$ cat src/hdl/rcf_pkg.sv
package rcf_pkg;

  // ascii codes the framer looks for
  localparam logic [7:0] CH_STAR   = 8'h2A;
  localparam logic [7:0] CH_DOLLAR = 8'h24;
  localparam logic [7:0] CH_CR     = 8'h0D;
  localparam logic [7:0] CH_LF     = 8'h0A;
  localparam logic [7:0] CH_ZERO   = 8'h30;
  localparam logic [7:0] CH_NINE   = 8'h39;
  localparam logic [7:0] CH_LOW_A  = 8'h61;
  localparam logic [7:0] CH_LOW_Z  = 8'h7A;
  localparam logic [7:0] CASE_DIFF = 8'h20;

  // result codes
  localparam logic       EV_COMMAND = 1'b0;
  localparam logic       EV_ERROR   = 1'b1;
  localparam logic [1:0] CLS_OTHER   = 2'd0;
  localparam logic [1:0] CLS_WRITE   = 2'd1;
  localparam logic [1:0] CLS_SYNC    = 2'd2;
  localparam logic [1:0] CLS_FINSYNC = 2'd3;

  // register indexes on the apb port
  localparam logic [1:0] REG_MAX_ARGC    = 2'd0;
  localparam logic [1:0] REG_MAX_BULK    = 2'd1;
  localparam logic [1:0] REG_MAX_COMMAND = 2'd2;

  localparam logic [15:0] MAX_ARGC_RST    = 16'd1024;
  localparam logic [23:0] MAX_BULK_RST    = 24'd8388608;
  localparam logic [23:0] MAX_COMMAND_RST = 24'd8388608;

  typedef struct packed {
    logic [15:0] max_argc;
    logic [23:0] max_bulk_len;
    logic [23:0] max_command_len;
  } cfg_t;

  // one classified input byte
  typedef struct packed {
    logic [7:0] data_upper;
    logic [3:0] digit;
    logic       is_digit;
    logic       is_star;
    logic       is_dollar;
    logic       is_cr;
    logic       is_lf;
    logic       seg_end;
    logic       start_over;
  } beat_t;

  typedef struct packed {
    logic        event_kind;
    logic [23:0] command_length;
    logic [1:0]  command_class;
  } res_t;

  // first eight name characters, char 0 in the top byte, unused bytes zero
  function automatic logic [1:0] name_class(input logic [3:0] len, input logic [63:0] word);
    logic [1:0] cls;
    cls = CLS_OTHER;
    case (word)
      {"SYNC", 32'd0}:    if (len == 4'd4) cls = CLS_SYNC;
      {"FINSYNC", 8'd0}:  if (len == 4'd7) cls = CLS_FINSYNC;
      {"SET", 40'd0}:     if (len == 4'd3) cls = CLS_WRITE;
      {"RSET", 32'd0}:    if (len == 4'd4) cls = CLS_WRITE;
      {"HSET", 32'd0}:    if (len == 4'd4) cls = CLS_WRITE;
      {"SKSET", 24'd0}:   if (len == 4'd5) cls = CLS_WRITE;
      {"DEL", 40'd0}:     if (len == 4'd3) cls = CLS_WRITE;
      {"RDEL", 32'd0}:    if (len == 4'd4) cls = CLS_WRITE;
      {"HDEL", 32'd0}:    if (len == 4'd4) cls = CLS_WRITE;
      {"SKDEL", 24'd0}:   if (len == 4'd5) cls = CLS_WRITE;
      {"MOD", 40'd0}:     if (len == 4'd3) cls = CLS_WRITE;
      {"RMOD", 32'd0}:    if (len == 4'd4) cls = CLS_WRITE;
      {"HMOD", 32'd0}:    if (len == 4'd4) cls = CLS_WRITE;
      {"SKMOD", 24'd0}:   if (len == 4'd5) cls = CLS_WRITE;
      {"EXPIRE", 16'd0}:  if (len == 4'd6) cls = CLS_WRITE;
      {"REXPIRE", 8'd0}:  if (len == 4'd7) cls = CLS_WRITE;
      {"HEXPIRE", 8'd0}:  if (len == 4'd7) cls = CLS_WRITE;
      64'("SKEXPIRE"):    if (len == 4'd8) cls = CLS_WRITE;
      {"SETEX", 24'd0}:   if (len == 4'd5) cls = CLS_WRITE;
      {"RSETEX", 16'd0}:  if (len == 4'd6) cls = CLS_WRITE;
      {"HSETEX", 16'd0}:  if (len == 4'd6) cls = CLS_WRITE;
      {"SKSETEX", 8'd0}:  if (len == 4'd7) cls = CLS_WRITE;
      {"VSET", 32'd0}:    if (len == 4'd4) cls = CLS_WRITE;
      default:            cls = CLS_OTHER;
    endcase
    return cls;
  endfunction

endpackage

$ cat src/hdl/rcf_fifo.sv
module rcf_fifo #(
  parameter int WIDTH = 8,
  parameter int DEPTH = 4
) (
  input  logic             clk,
  input  logic             rst_n,
  input  logic             push,
  input  logic [WIDTH-1:0] wdata,
  output logic             full,
  input  logic             pop,
  output logic [WIDTH-1:0] rdata,
  output logic             empty
);

  localparam int PTR_W = (DEPTH > 1) ? $clog2(DEPTH) : 1;
  localparam int CNT_W = $clog2(DEPTH + 1);

  logic [WIDTH-1:0] mem_r [DEPTH];
  logic [PTR_W-1:0] wr_ptr_r, wr_ptr_nxt;
  logic [PTR_W-1:0] rd_ptr_r, rd_ptr_nxt;
  logic [CNT_W-1:0] count_r, count_nxt;
  logic             do_push, do_pop;

  assign full    = (count_r == CNT_W'(DEPTH));
  assign empty   = (count_r == '0);
  assign do_push = push && !full;
  assign do_pop  = pop && !empty;
  assign rdata   = mem_r[rd_ptr_r];

  always_comb begin
    wr_ptr_nxt = wr_ptr_r;
    rd_ptr_nxt = rd_ptr_r;
    count_nxt  = count_r;
    if (do_push) begin
      wr_ptr_nxt = (wr_ptr_r == PTR_W'(DEPTH - 1)) ? '0 : wr_ptr_r + 1'b1;
    end
    if (do_pop) begin
      rd_ptr_nxt = (rd_ptr_r == PTR_W'(DEPTH - 1)) ? '0 : rd_ptr_r + 1'b1;
    end
    if (do_push && !do_pop) begin
      count_nxt = count_r + 1'b1;
    end else if (do_pop && !do_push) begin
      count_nxt = count_r - 1'b1;
    end
  end

  always_ff @(posedge clk) begin
    if (!rst_n) begin
      wr_ptr_r <= '0;
      rd_ptr_r <= '0;
      count_r  <= '0;
    end else begin
      wr_ptr_r <= wr_ptr_nxt;
      rd_ptr_r <= rd_ptr_nxt;
      count_r  <= count_nxt;
    end
  end

  always_ff @(posedge clk) begin
    if (do_push) begin
      mem_r[wr_ptr_r] <= wdata;
    end
  end

endmodule

$ cat src/hdl/rcf_front.sv
module rcf_front (
  input  logic          push,
  output logic          full,
  input  logic [7:0]    data_byte,
  input  logic          segment_end,
  input  logic          start_over,
  output logic          q_push,
  output rcf_pkg::beat_t q_beat,
  input  logic          q_full
);

  import rcf_pkg::*;

  logic is_lower;

  assign full     = q_full;
  assign q_push   = push && !q_full;
  assign is_lower = (data_byte >= CH_LOW_A) && (data_byte <= CH_LOW_Z);

  // byte classes decoded once here so the parser sees flags, the digit value and the upper-cased byte
  always_comb begin
    q_beat.data_upper = is_lower ? (data_byte - CASE_DIFF) : data_byte;
    q_beat.digit      = data_byte[3:0];
    q_beat.is_digit   = (data_byte >= CH_ZERO) && (data_byte <= CH_NINE);
    q_beat.is_star    = (data_byte == CH_STAR);
    q_beat.is_dollar  = (data_byte == CH_DOLLAR);
    q_beat.is_cr      = (data_byte == CH_CR);
    q_beat.is_lf      = (data_byte == CH_LF);
    q_beat.seg_end    = segment_end;
    q_beat.start_over = start_over;
  end

endmodule

$ cat src/hdl/rcf_back.sv
module rcf_back #(
  parameter int NAME_BYTES = 8
) (
  input  logic           clk,
  input  logic           rst_n,
  input  rcf_pkg::cfg_t  cfg,
  input  rcf_pkg::beat_t q_beat,
  input  logic           q_empty,
  output logic           q_pop,
  input  logic           res_full,
  output logic           res_push,
  output rcf_pkg::res_t  res
);

  import rcf_pkg::*;

  localparam int NL_W = $clog2(NAME_BYTES + 2);

  localparam logic [3:0] PH_STAR    = 4'd0;
  localparam logic [3:0] PH_ARGC_D0 = 4'd1;
  localparam logic [3:0] PH_ARGC_D  = 4'd2;
  localparam logic [3:0] PH_ARGC_LF = 4'd3;
  localparam logic [3:0] PH_DOLLAR  = 4'd4;
  localparam logic [3:0] PH_LEN_D0  = 4'd5;
  localparam logic [3:0] PH_LEN_D   = 4'd6;
  localparam logic [3:0] PH_LEN_LF  = 4'd7;
  localparam logic [3:0] PH_DATA    = 4'd8;
  localparam logic [3:0] PH_DATA_CR = 4'd9;
  localparam logic [3:0] PH_DATA_LF = 4'd10;

  logic [3:0]      phase_r, phase_nxt, eff_phase;
  logic [27:0]     num_r, num_nxt, eff_num;
  logic [15:0]     args_r, args_nxt, eff_args;
  logic [23:0]     bulk_r, bulk_nxt, eff_bulk;
  logic [23:0]     bytes_r, bytes_nxt, eff_bytes;
  logic [7:0]      name_r [NAME_BYTES];
  logic [7:0]      name_nxt [NAME_BYTES];
  logic [7:0]      eff_name [NAME_BYTES];
  logic [NL_W-1:0] nlen_r, nlen_nxt, eff_nlen;
  logic            first_r, first_nxt, eff_first;
  logic            disc_r, disc_nxt;

  logic [24:0]     count;
  logic [27:0]     num10;
  logic            digit_ok;
  logic            fail;
  logic [63:0]     name_word;
  logic [1:0]      cls;

  assign q_pop = !q_empty && !res_full;
  assign count = {1'b0, eff_bytes} + 25'd1;
  assign num10 = {eff_num[24:0], 3'b000} + {eff_num[26:0], 1'b0} + {24'd0, q_beat.digit};
  assign digit_ok = q_beat.is_digit && (num10 <= {4'd0, cfg.max_bulk_len});

  always_comb begin
    for (int i = 0; i < 8; i++) begin
      name_word[63 - 8*i -: 8] = eff_name[i];
    end
    if (eff_nlen > NL_W'(8)) begin
      cls = CLS_OTHER;
    end else begin
      cls = name_class(4'(eff_nlen), name_word);
    end
  end

  always_comb begin
    // start over clears the partial command ahead of this byte
    if (q_beat.start_over) begin
      eff_phase = PH_STAR;
      eff_num   = '0;
      eff_args  = '0;
      eff_bulk  = '0;
      eff_bytes = '0;
      eff_nlen  = '0;
      eff_first = 1'b0;
      for (int i = 0; i < NAME_BYTES; i++) eff_name[i] = '0;
    end else begin
      eff_phase = phase_r;
      eff_num   = num_r;
      eff_args  = args_r;
      eff_bulk  = bulk_r;
      eff_bytes = bytes_r;
      eff_nlen  = nlen_r;
      eff_first = first_r;
      for (int i = 0; i < NAME_BYTES; i++) eff_name[i] = name_r[i];
    end

    phase_nxt = eff_phase;
    num_nxt   = eff_num;
    args_nxt  = eff_args;
    bulk_nxt  = eff_bulk;
    bytes_nxt = eff_bytes;
    nlen_nxt  = eff_nlen;
    first_nxt = eff_first;
    for (int i = 0; i < NAME_BYTES; i++) name_nxt[i] = eff_name[i];
    disc_nxt  = disc_r && !q_beat.start_over;
    fail      = 1'b0;
    res_push  = 1'b0;
    res       = '0;

    if (disc_nxt) begin
      if (q_beat.seg_end) disc_nxt = 1'b0;
    end else if (count > {1'b0, cfg.max_command_len}) begin
      fail = 1'b1;
    end else begin
      bytes_nxt = count[23:0];
      unique case (eff_phase)
        PH_STAR: begin
          if (!q_beat.is_star) fail = 1'b1;
          else begin
            num_nxt   = '0;
            phase_nxt = PH_ARGC_D0;
          end
        end
        PH_ARGC_D0, PH_LEN_D0: begin
          if (!digit_ok) fail = 1'b1;
          else begin
            num_nxt   = num10;
            phase_nxt = eff_phase + 4'd1;
          end
        end
        PH_ARGC_D, PH_LEN_D: begin
          if (q_beat.is_cr) phase_nxt = eff_phase + 4'd1;
          else if (!digit_ok) fail = 1'b1;
          else num_nxt = num10;
        end
        PH_ARGC_LF: begin
          if (!q_beat.is_lf || eff_num == '0 || eff_num > {12'd0, cfg.max_argc}) begin
            fail = 1'b1;
          end else begin
            args_nxt  = eff_num[15:0];
            first_nxt = 1'b1;
            phase_nxt = PH_DOLLAR;
          end
        end
        PH_DOLLAR: begin
          if (!q_beat.is_dollar) fail = 1'b1;
          else begin
            num_nxt   = '0;
            phase_nxt = PH_LEN_D0;
          end
        end
        PH_LEN_LF: begin
          if (!q_beat.is_lf) fail = 1'b1;
          else begin
            bulk_nxt  = eff_num[23:0];
            phase_nxt = (eff_num == '0) ? PH_DATA_CR : PH_DATA;
          end
        end
        PH_DATA: begin
          if (eff_first) begin
            if (eff_nlen < NL_W'(NAME_BYTES)) begin
              for (int i = 0; i < NAME_BYTES; i++) begin
                if (NL_W'(i) == eff_nlen) name_nxt[i] = q_beat.data_upper;
              end
              nlen_nxt = eff_nlen + 1'b1;
            end else begin
              nlen_nxt = NL_W'(NAME_BYTES + 1);
            end
          end
          bulk_nxt = eff_bulk - 24'd1;
          if (eff_bulk == 24'd1) phase_nxt = PH_DATA_CR;
        end
        PH_DATA_CR: begin
          if (!q_beat.is_cr) fail = 1'b1;
          else phase_nxt = PH_DATA_LF;
        end
        PH_DATA_LF: begin
          if (!q_beat.is_lf) fail = 1'b1;
          else begin
            first_nxt = 1'b0;
            args_nxt  = eff_args - 16'd1;
            if (eff_args != 16'd1) begin
              phase_nxt = PH_DOLLAR;
            end else begin
              res_push           = 1'b1;
              res.event_kind     = EV_COMMAND;
              res.command_length = count[23:0];
              res.command_class  = cls;
              phase_nxt = PH_STAR;
              num_nxt   = '0;
              args_nxt  = '0;
              bulk_nxt  = '0;
              bytes_nxt = '0;
              nlen_nxt  = '0;
              first_nxt = 1'b0;
              for (int i = 0; i < NAME_BYTES; i++) name_nxt[i] = '0;
            end
          end
        end
        default: fail = 1'b1;
      endcase
    end

    if (fail) begin
      res_push       = 1'b1;
      res            = '0;
      res.event_kind = EV_ERROR;
      phase_nxt = PH_STAR;
      num_nxt   = '0;
      args_nxt  = '0;
      bulk_nxt  = '0;
      bytes_nxt = '0;
      nlen_nxt  = '0;
      first_nxt = 1'b0;
      for (int i = 0; i < NAME_BYTES; i++) name_nxt[i] = '0;
      disc_nxt  = !q_beat.seg_end;
    end

    if (!q_pop) res_push = 1'b0;
  end

  always_ff @(posedge clk) begin
    if (!rst_n) begin
      phase_r <= PH_STAR;
      num_r   <= '0;
      args_r  <= '0;
      bulk_r  <= '0;
      bytes_r <= '0;
      nlen_r  <= '0;
      first_r <= 1'b0;
      disc_r  <= 1'b0;
      for (int i = 0; i < NAME_BYTES; i++) name_r[i] <= '0;
    end else if (q_pop) begin
      phase_r <= phase_nxt;
      num_r   <= num_nxt;
      args_r  <= args_nxt;
      bulk_r  <= bulk_nxt;
      bytes_r <= bytes_nxt;
      nlen_r  <= nlen_nxt;
      first_r <= first_nxt;
      disc_r  <= disc_nxt;
      for (int i = 0; i < NAME_BYTES; i++) name_r[i] <= name_nxt[i];
    end
  end

endmodule

$ cat src/hdl/resp_command_framer_top.sv
// resp command framer: takes one byte of a flow's command stream per beat and frames
// it as resp arrays, giving one result beat for each completed command (length and
// class) or for each framing error, after which bytes are dropped to the end of the
// segment. the block sustains one byte per clock while the result queue has room: a
// front stage decodes each byte and pushes it into a small queue, and the parser behind
// it consumes one queued byte per cycle unless the result queue is full. a byte is
// registered in the byte queue and its result in the result queue before reaching the
// out ports. the rate is set by the parser's state update and by result queue space;
// full rises only when the byte queue fills, which needs the result queue to have
// filled while pop was low. limits are written through the apb port at byte addresses
// 0, 4 and 8; the user must write them only while idle; the block does not enforce it.
module resp_command_framer_top #(
  parameter int NAME_BYTES  = 8,
  parameter int IN_Q_DEPTH  = 4,
  parameter int OUT_Q_DEPTH = 2
) (
  input  logic        clk,
  input  logic        rst_n,
  // input byte channel
  input  logic        push,
  output logic        full,
  input  logic [7:0]  in_data_byte,
  input  logic        in_segment_end,
  input  logic        in_start_over,
  // result channel
  output logic        empty,
  input  logic        pop,
  output logic        out_event_kind,
  output logic [23:0] out_command_length,
  output logic [1:0]  out_command_class,
  // configuration
  input  logic        psel,
  input  logic        penable,
  input  logic        pwrite,
  input  logic [3:0]  paddr,
  input  logic [31:0] pwdata,
  output logic [31:0] prdata,
  output logic        pready
);

  import rcf_pkg::*;

  cfg_t  cfg_r;
  logic  cfg_wr;
  beat_t front_beat, q_beat;
  logic  front_push, q_full, q_empty, q_pop;
  res_t  back_res, out_res;
  logic  back_push, res_full;

  // apb registers, zero wait states
  assign pready = 1'b1;
  assign cfg_wr = psel && penable && pwrite;

  always_ff @(posedge clk) begin
    if (!rst_n) begin
      cfg_r.max_argc        <= MAX_ARGC_RST;
      cfg_r.max_bulk_len    <= MAX_BULK_RST;
      cfg_r.max_command_len <= MAX_COMMAND_RST;
    end else if (cfg_wr) begin
      case (paddr[3:2])
        REG_MAX_ARGC:    cfg_r.max_argc        <= pwdata[15:0];
        REG_MAX_BULK:    cfg_r.max_bulk_len    <= pwdata[23:0];
        REG_MAX_COMMAND: cfg_r.max_command_len <= pwdata[23:0];
        default: ;
      endcase
    end
  end

  always_comb begin
    case (paddr[3:2])
      REG_MAX_ARGC:    prdata = {16'd0, cfg_r.max_argc};
      REG_MAX_BULK:    prdata = {8'd0, cfg_r.max_bulk_len};
      REG_MAX_COMMAND: prdata = {8'd0, cfg_r.max_command_len};
      default:         prdata = '0;
    endcase
  end

  // front: accept and decode bytes
  rcf_front u_front (
    .push        (push),
    .full        (full),
    .data_byte   (in_data_byte),
    .segment_end (in_segment_end),
    .start_over  (in_start_over),
    .q_push      (front_push),
    .q_beat      (front_beat),
    .q_full      (q_full)
  );

  // decoupling queue between decode and parse
  rcf_fifo #(
    .WIDTH ($bits(beat_t)),
    .DEPTH (IN_Q_DEPTH)
  ) u_byte_q (
    .clk   (clk),
    .rst_n (rst_n),
    .push  (front_push),
    .wdata (front_beat),
    .full  (q_full),
    .pop   (q_pop),
    .rdata (q_beat),
    .empty (q_empty)
  );

  // back: resp parser, one byte per cycle while the result queue has room
  rcf_back #(
    .NAME_BYTES (NAME_BYTES)
  ) u_back (
    .clk      (clk),
    .rst_n    (rst_n),
    .cfg      (cfg_r),
    .q_beat   (q_beat),
    .q_empty  (q_empty),
    .q_pop    (q_pop),
    .res_full (res_full),
    .res_push (back_push),
    .res      (back_res)
  );

  // result queue keeps the parser moving while a result waits
  rcf_fifo #(
    .WIDTH ($bits(res_t)),
    .DEPTH (OUT_Q_DEPTH)
  ) u_res_q (
    .clk   (clk),
    .rst_n (rst_n),
    .push  (back_push),
    .wdata (back_res),
    .full  (res_full),
    .pop   (pop),
    .rdata (out_res),
    .empty (empty)
  );

  assign out_event_kind     = out_res.event_kind;
  assign out_command_length = out_res.command_length;
  assign out_command_class  = out_res.command_class;

endmodule
$ cat config.mk
export PLATFORM = sky130hd
export DESIGN_NAME = resp_command_framer_top
export DESIGN_NICKNAME = d
export VERILOG_FILES = /design/src/hdl/rcf_pkg.sv /design/src/hdl/rcf_fifo.sv /design/src/hdl/rcf_front.sv /design/src/hdl/rcf_back.sv /design/src/hdl/resp_command_framer_top.sv
export SDC_FILE = /design/constraint.sdc
export NUM_CORES = 1
export LEC_CHECK = 0
export ABC_AREA = 0
export BUFFER_PORTS_ARGS = -buffer_cell sky130_fd_sc_hd__buf_2
export CORE_ASPECT_RATIO = 1.1
export CORE_UTILIZATION = 39
export CTS_CLUSTER_SIZE = 16
export DETAILED_ROUTE_END_ITERATION = 7
export PLACE_DENSITY_LB_ADDON = 0.25
export SYNTH_ARGS = -nofsm -noshare
export SYNTH_HDL_FRONTEND = slang
export SYNTH_HIERARCHICAL = 1
export SYNTH_SLANG_ARGS = --single-unit
export TNS_END_PERCENT = 50
$ cat constraint.sdc
create_clock -name clk -period 10.1 [get_ports clk]
set_clock_uncertainty 0.2 [all_clocks]
set_input_delay 2.02 -clock clk [delete_from_list [all_inputs] [get_ports clk]]
set_output_delay 2.02 -clock clk [all_outputs]
set_load 0.1 [all_outputs]
; ---- Word-level counts from Yosys, hierarchy flattened
; Memories as Yosys holds them, arrays and structs flattened. A register that Yosys moved wholly into a read port is not among the register bits.
; Index checks and enable logic that the tools add are counted.
[classes]
n_addsub = 16
order_cmp = 9
n_eq_ne = 58
muxes = 149
n_bitwise = 8
n_reduce_logical = 48
[op_table]
columns = op, count
row1 = equality test 64 x 63 -> 1 bit (second input constant), 23
row2 = two-way mux 64 bit, 8
row3 = two-way mux 24 bit, 14
row4 = two-way mux 28 bit, 10
row5 = case mux 24 bit (3 select lines), 2
row6 = case mux 28 bit (5 select lines), 1
row7 = two-way mux 8 bit, 17
row8 = two-way mux 27 bit, 5
row9 = case mux 64 bit (2 select lines), 1
row10 = two-way mux 16 bit, 7
row11 = two-way mux 4 bit, 21
row12 = two-way mux 1 bit, 44
row13 = case mux 4 bit (9 select lines), 1
row14 = equality test 4 x 3 -> 1 bit (second input constant), 8
row15 = case mux 16 bit (2 select lines), 1
row16 = adder 28 bit, 1
row17 = adder 28 x 4 -> 28 bit, 1
row18 = > comparator 28 x 16 -> 1 bit, 1
row19 = <= comparator 28 x 24 -> 1 bit, 1
row20 = logical NOT 28 bit, 1
row21 = two-way mux 26 bit, 1
row22 = adder 24 x 1 -> 25 bit (second input constant), 1
row23 = > comparator 25 x 24 -> 1 bit, 1
row24 = equality test 24 x 1 -> 1 bit (second input constant), 1
row25 = other kinds (46), 116
[word_totals]
ff_bits = 177
ram_bits = 194
in_bits = 53
out_inout_bits = 62
word_cells = 308
memories = 3
[memory_table]
columns = name, words, word_bits, rd, rd_ports_with_merged_regs, write_ports, line
row1 = u_byte_q.mem_r, 4, 19, 1, 1, 1, rcf_fifo.sv:18  ; logic [WIDTH-1:0] mem_r [DEPTH];
row2 = u_back.name_r, 8, 8, 8, 0, 8, rcf_back.sv:36  ; logic [7:0] name_r [NAME_BYTES];
row3 = u_res_q.mem_r, 2, 27, 1, 1, 1, rcf_fifo.sv:18

; ---- Logic depth before layout (Yosys ltp)
; Gate-level depths: netlist of run 1.
[depth]
depth_word = 17
ltp_mapped = 38
ltp_nobuf = 32

; ---- By module
; The synthesis of run 1 kept the hierarchy.
[modules_own_cells]
columns = mod, n_inst, cells_per_inst, area_per_inst_um2, seq_area_each_um2
row1 = rcf_back, 1, 1889, 14790.4, 3963.8
row2 = rcf_fifo at u_byte_q, 1, 150, 3265.6, 2462.4
row3 = resp_command_framer_top, 1, 316, 2939.1, 1281.2
row4 = rcf_fifo at u_res_q, 1, 109, 2179.6, 1721.7
row5 = rcf_front, 1, 42, 282.8, 0.0

; ---- Least setup slack after synthesis of run 1
; OpenSTA, ideal clock, no wires.
[synth_path]
path_kind = reg-to-reg
startpoint = register (tool-made name)
endpoint = memory u_res_q/mem_r[0][0] (netlist bit) (enable)
setup_ps = 408
t_arrival_ps = 7761
t_required_ps = 9492
setup_slack_ps = 1730
stages_incl_launch_ff = 34
n_path_buf = 8
synth_period_minus_slack_ps = 8370
cell_sequence = dfxtp_1 buf_6 mux4_1 buf_2 buf_2 clkbuf_1 buf_2 buf_2 buf_1 clkbuf_1 nor2b_1 ha_1 ha_1 fa_1 a211o_1 a211oi_2 nor4_1 o21a_1 o21ai_0 nand2b_1 a31oi_1 xnor2_1 ha_1 and4_1 a221o_1 a31oi_1 o2111a_1 nand4_2 a21oi_1 a21o_1 inv_1 o21a_1 inv_1 nor3_2
[synth_lines]
columns = element, line
row1 = "end, declared", rcf_fifo.sv:18

==> impl_metrics.ini, run 1 <==
[detailed_routing]
drcViolationCount = 0
ant_nets = 0
viasPerCell = 6.03
wl_per_cell_microns = 22.8
drt_iter0_markers = 1739
vias = 20100
routed_wl_microns = 76200
dr.pass1.iters = 5

[placed_design]
port_buffers = 95
dp.final_hpwl_microns = 55300
place.gp.congestion = 0.924

[clock_network]
cts-root-buf = clkbuf_16
cts_made_buffers = 44
clk_pin_slew_ns = 0.06
clock_sinks = 374
cts_resized = 0
cts_tree = done
clock_latency_ns = 0.59
cts_max_level = 2
hold_buffers = 0
clockBufferDepth = 3
postCtsSetupRepairBufs = 0

[power_and_ir_drop]
switchingPower_w = 0.00242
p_leak_nw = 9.86
power.density_nw_per_um2 = 222
max-vdd-ir-drop_uv = 234
clock_power_share = 0.284
combinationalPowerShare = 0.365
internal_power_w = 0.00334
p_sw_frac = 0.420
p_seq_frac = 0.351

[global_routing]
grt_pass1_wl_microns = 117000
grt_pass1_vias = 19600
grt_max_degree = 93
grt_usage = 0.244
grt_antenna_before_repair = 1
grt_overflow = 0

[sta]
period_needed_ns = 9.02
setup_viol = 0
holdWs_ns = 0.273
fin_tns_setup_ns = 0
hold_viol_final = 0
slew_headroom = 0.249
slew_viol_final = 0
fmax_mhz = 111
tightestPinTransition_ns = 1.12
fin_crit_sh = 0.893
rsz0062_at_grt = no

[setup_path]
crit_family = simple AND/OR/NAND/NOR gates
start_kind = register
cp.arrival_ns = 9.32
cpMostUsedCell = ha_1
worstPathRequired_ns = 10.40
path_buf_inv = 4
crit_fanout = 35
slowest_stage = nor2b_1
cpPeakStageDelay_ns = 0.89
worstSetupEndpointType = register
critPathKind = reg2reg

[die]
rows = 93
die_area_sq_um = 61100
initial_core_util = 0.398
design.portCount = 115
die_y_microns = 259
die_w_microns = 236
core_area_sq_um = 59000

[synth]
ys_warn_count = 6
synth_top_flop_cell = edfxtp_1
synth.distinct_cells = 110
syn_inst = 2506
synthesis.area_sq_um = 23500
async_flop_share = 0
synth_edf_count = 194
ys_seq_area_frac = 0.402
ys_ff_latch = 374
syn-mean-instance-area_sq_um = 9.36

[run_status]
status = complete, no violations

[min_path]
min_path_type = reg2reg

[job]
maxCapViolCount = 0

[cells_and_area]
num-nets-final = 2733
drive_above_1_share = 0.115
fillers = 5742
area_growth_pct = 10.5
-- cells in the final DEF (no fill, tap or decap), drive strengths merged, types with 15 or more instances in the layout --
cell,n
and2,33
o22ai,21
inv,113
a21oi,125
o21ai,114
o2bb2ai,30
nand3,65
nor2b,61
xnor2,29
mux2,29
a21o,37
ha,136
nor2,235
and3,33
clkbuf,56
buf,138
a22o,39
dfxtp,180
a31oi,21
nor3,75
a32oi,21
nor4,26
o211ai,22
mux4,19
xor2,28
edfxtp,194
nand2b,17
nand2,258
mux2i,90
a22oi,52
nand4,35
o21a,15
-- synthesized netlist by cell type, types with 39 or more instances --
master	count	area (sq um)
a21oi_1	125	626
a22o_1	39	342
a22oi_1	52	390
clkbuf_1	70	263
dfxtp_1	180	3600
edfxtp_1	194	5830
ha_1	136	1700
inv_1	107	402
mux2i_1	90	901
nand2_1	257	965
nand3_1	63	315
nor2_1	234	878
nor2b_1	59	369
nor3_1	74	370
o21ai_0	108	541
-- power by group through the flow --
stage	clock, W	combinational, W	sequential (W)
global route	0.00172	0.00221	0.00204
detailed placement	0	0.00207	0.00204
floorplan	0	0.00155	0.00198
CTS	0.00167	0.00207	0.00202
finish	0.00163	0.00210	0.00202
global placement	0	0.00205	0.00204
-- cells by family after synthesis --
logic type	Yosys count	share of synthesized area
AO/OA/AOI/OAI	620	0.185
XOR/XNOR	57	0.0213
adder cells (fa/ha/maj)	138	0.0742
buffers and inverters	265	0.0531
flip-flops	374	0.402
multiplexers	138	0.0720
other	2	0.000320
AND/OR/NAND/NOR	912	0.192
-- metal layers --
layer  part of all wire  routed length [microns]  track usage  vias to the layer above
li1                   -                        -            -                     9379
met1               0.43                    32900        0.321                     9809
met2               0.47                    35500        0.401                      790
met3              0.070                     5350       0.0418                      136
met4              0.032                     2450       0.0906                        0
met5                  0                        0            0                        -
-- sequential cells by signal (all words and copies together), names as in the netlist, named ones only --
name	count
u_byte_q/wr_ptr_r	2
u_back/name_r	64
u_back/bytes_r	24
u_byte_q/mem_r	76
u_back/args_r	16
cfg_r	64
u_back/phase_r	4
u_res_q/wr_ptr_r	1
u_byte_q/count_r	3
u_res_q/mem_r	54
u_back/nlen_r	4
u_back/num_r	28
u_back/first_r	1
u_byte_q/rd_ptr_r	2
u_back/disc_r	1
u_back/bulk_r	24
u_res_q/count_r	2
u_res_q/rd_ptr_r	1
-- layout make-up --
class                           count  area (sq um)  area share
Multi-Input combinational cell   1874         12800       0.495
Sequential cell                   374          9430       0.364
Clock buffer                       56          1220      0.0470
Tap cell                          760           951      0.0367
Timing Repair Buffer              138           801      0.0309
Inverter                          110           413      0.0159
Clock inverter                     25           263      0.0101
Antenna cell                        1          2.50   0.0000966
-- path summary, 6_finish.rpt --
path | start | end | slack (ns) | cells after the start
hold / removal | u_back/num_r[27] | u_back/num_r[27] | 0.27 | 1
hold reg to reg | u_back/num_r[27] | u_back/num_r[27] | 0.27 | 1
setup / recovery | register | u_res_q/count_r[1] | 1.08 | 27
setup reg to reg | register | u_res_q/count_r[1] | 1.08 | 27
-- metrics by stage --
stage / util / instances / setup slack, ns / area, sq um / total power [W]
after floorplan: - / 2513 / 1.73 / 23500 / 0.00354
after global placement: 0.414 / 3256 / 1.52 / 24400 / 0.00409
after detailed placement: 0.414 / 3256 / 1.39 / 24400 / 0.00411
after CTS: 0.439 / 3337 / 1.37 / 25900 / 0.00575
after global routing: 0.439 / 3337 / 0.847 / 25900 / 0.00598
final: 0.439 / 3338 / 1.08 / 25900 / 0.00575
Note: power is estimated with default switching activity, not from simulation.
==> run 2, diff against run 1 <==
BUFFER_PORTS_ARGS = -buffer_cell sky130_fd_sc_hd__buf_4   (was -buffer_cell sky130_fd_sc_hd__buf_2)
==> run 2 against run 1 <==
  * The flow now finishes with violations (design-rule violations)
  * Clock power about the same
  * Combinational power about the same
  * Critical path depth unchanged
  * Non-clock buffer count decreased by 4
  * Core utilization increased by 0.35 points
  * Critical endpoint is now u_back/bytes_r[2]
  * Largest cell class unchanged
==> impl_metrics.ini, run 2 (synthesized netlist as in run 1, its figures left out) <==
[sta]
slew_viol_final = 0
period_needed_ns = 8.71
fin_crit_sh = 0.863
fin_tns_setup_ns = 0
setup_viol = 0
holdWs_ns = 0.271
rsz0062_at_grt = no
hold_viol_final = 0
slew_headroom = 0.105
tightestPinTransition_ns = 1.33
fmax_mhz = 115

[clock_network]
clockBufferDepth = 3
hold_buffers = 0
clock_sinks = 374
cts-root-buf = clkbuf_16
cts_tree = done
clk_pin_slew_ns = 0.06
cts_max_level = 2
postCtsSetupRepairBufs = 0
cts_resized = 0
cts_made_buffers = 44
clock_latency_ns = 0.60

[setup_path]
r2r-end = u_back/bytes_r[2]
slowest_stage = mux4_4
cpMostUsedCell = buf_4
rr_worst_depth = 27
cpPeakStageDelay_ns = 0.72
cp.arrival_ns = 9.00
critPathKind = reg2reg
worstSetupEndpointType = register
crit_fanout = 27
worstPathRequired_ns = 10.39
reg2reg_slack_ns = 1.39
crit_family = compound AO/OA/AOI/OAI gates
path_buf_inv = 6
start_kind = register

[min_path]
min-delay-start = u_back/num_r[27]
holdPathStages = 1
min_path_type = reg2reg
whs_endpoint = u_back/num_r[27]

[detailed_routing]
wl_per_cell_microns = 22.8
vias = 20300
drcViolationCount = 1
ant_nets = 0
routed_wl_microns = 75900
drt_iter0_markers = 2019
viasPerCell = 6.07
dr.pass1.iters = 8

[placed_design]
dp.final_hpwl_microns = 55500
place.gp.congestion = 0.929
port_buffers = 95

[die]
design.portCount = 115
initial_core_util = 0.398
die_area_sq_um = 61100
die_y_microns = 259
die_w_microns = 236
core_area_sq_um = 59000
rows = 93

[cells_and_area]
n_antenna_cell = 0
area_growth_pct = 11.4
most-common-layout-cells = 257 x nand2_1, 233 x nor2_1, 194 x edfxtp_1
top_register = u_byte_q/mem_r
largest_reg_flops = 76
drive_above_1_share = 0.113
reg.largest.list = u_byte_q/mem_r x76, cfg_r x64, u_back/name_r x64
num-nets-final = 2729
mostFrequentLayoutCell = nand2_1

[global_routing]
grt_busiest_layer = met2
grt_overflow = 0
grt_pass1_vias = 19300
grt_antenna_before_repair = 0
met3_usage = 0.0280
grt_usage = 0.243
grt_pass1_wl_microns = 116000
use_met2 = 0.401
grt_max_degree = 94
grtUsageMet1 = 0.331

[job]
maxCapViolCount = 0

[power_and_ir_drop]
power.density_nw_per_um2 = 221
p_leak_nw = 9.91
max-vdd-ir-drop_uv = 211

[run_status]
status = finished, violations left
failed_checks = design-rule violations
run 2: power breakdown:
part,switching (W),total (W),internal (W)
clock,0.000677,0.00163,0.000952
combinational,0.00157,0.00212,0.000550
sequential,0.000162,0.00202,0.00186
total,0.00241,0.00577,0.00336
run 2: worst max-delay path by stage:
stage	startpoint	to	cells past startpoint
5_1_grt	register	u_back/bytes_r[2]	28
2_1_floorplan	register	u_res_q/mem_r[0][0]	33
3_3_place_gp	register	u_res_q/count_r[1]	32
3_5_place_dp	register	u_back/bytes_r[2]	28
4_1_cts	register	u_back/bytes_r[2]	28
6_report	register	u_back/bytes_r[2]	27
run 2: through the flow:
stage | std cells | total power [W] | utilization | setup WS [ns] | area, sq um
global placement | 3252 | 0.00412 | 0.418 | 1.62 | 24600
CTS | 3334 | 0.00578 | 0.443 | 1.45 | 26100
global route | 3334 | 0.00599 | 0.443 | 0.877 | 26100
floorplan | 2513 | 0.00354 | - | 1.73 | 23500
detailed placement | 3252 | 0.00415 | 0.418 | 1.48 | 24600
finish | 3334 | 0.00577 | 0.443 | 1.39 | 26100
run 2: area by class of cell:
cell class | count | area (sq um)
Multi-Input combinational cell | 1874 | 12800
Sequential cell | 374 | 9430
Tap cell | 760 | 951
Clock buffer | 55 | 1190
Inverter | 110 | 413
Fill cell | 5700 | 32900
Clock inverter | 27 | 292
Timing Repair Buffer | 134 | 1010
run 2: layer usage:
metal  share of wire  up-vias  routed length, microns
li1                -     9370                       -
met1            0.44     9916                   33200
met2            0.47      820                   35500
met3           0.061      146                    4650
met4           0.032        0                    2450
met5               0        -                       0
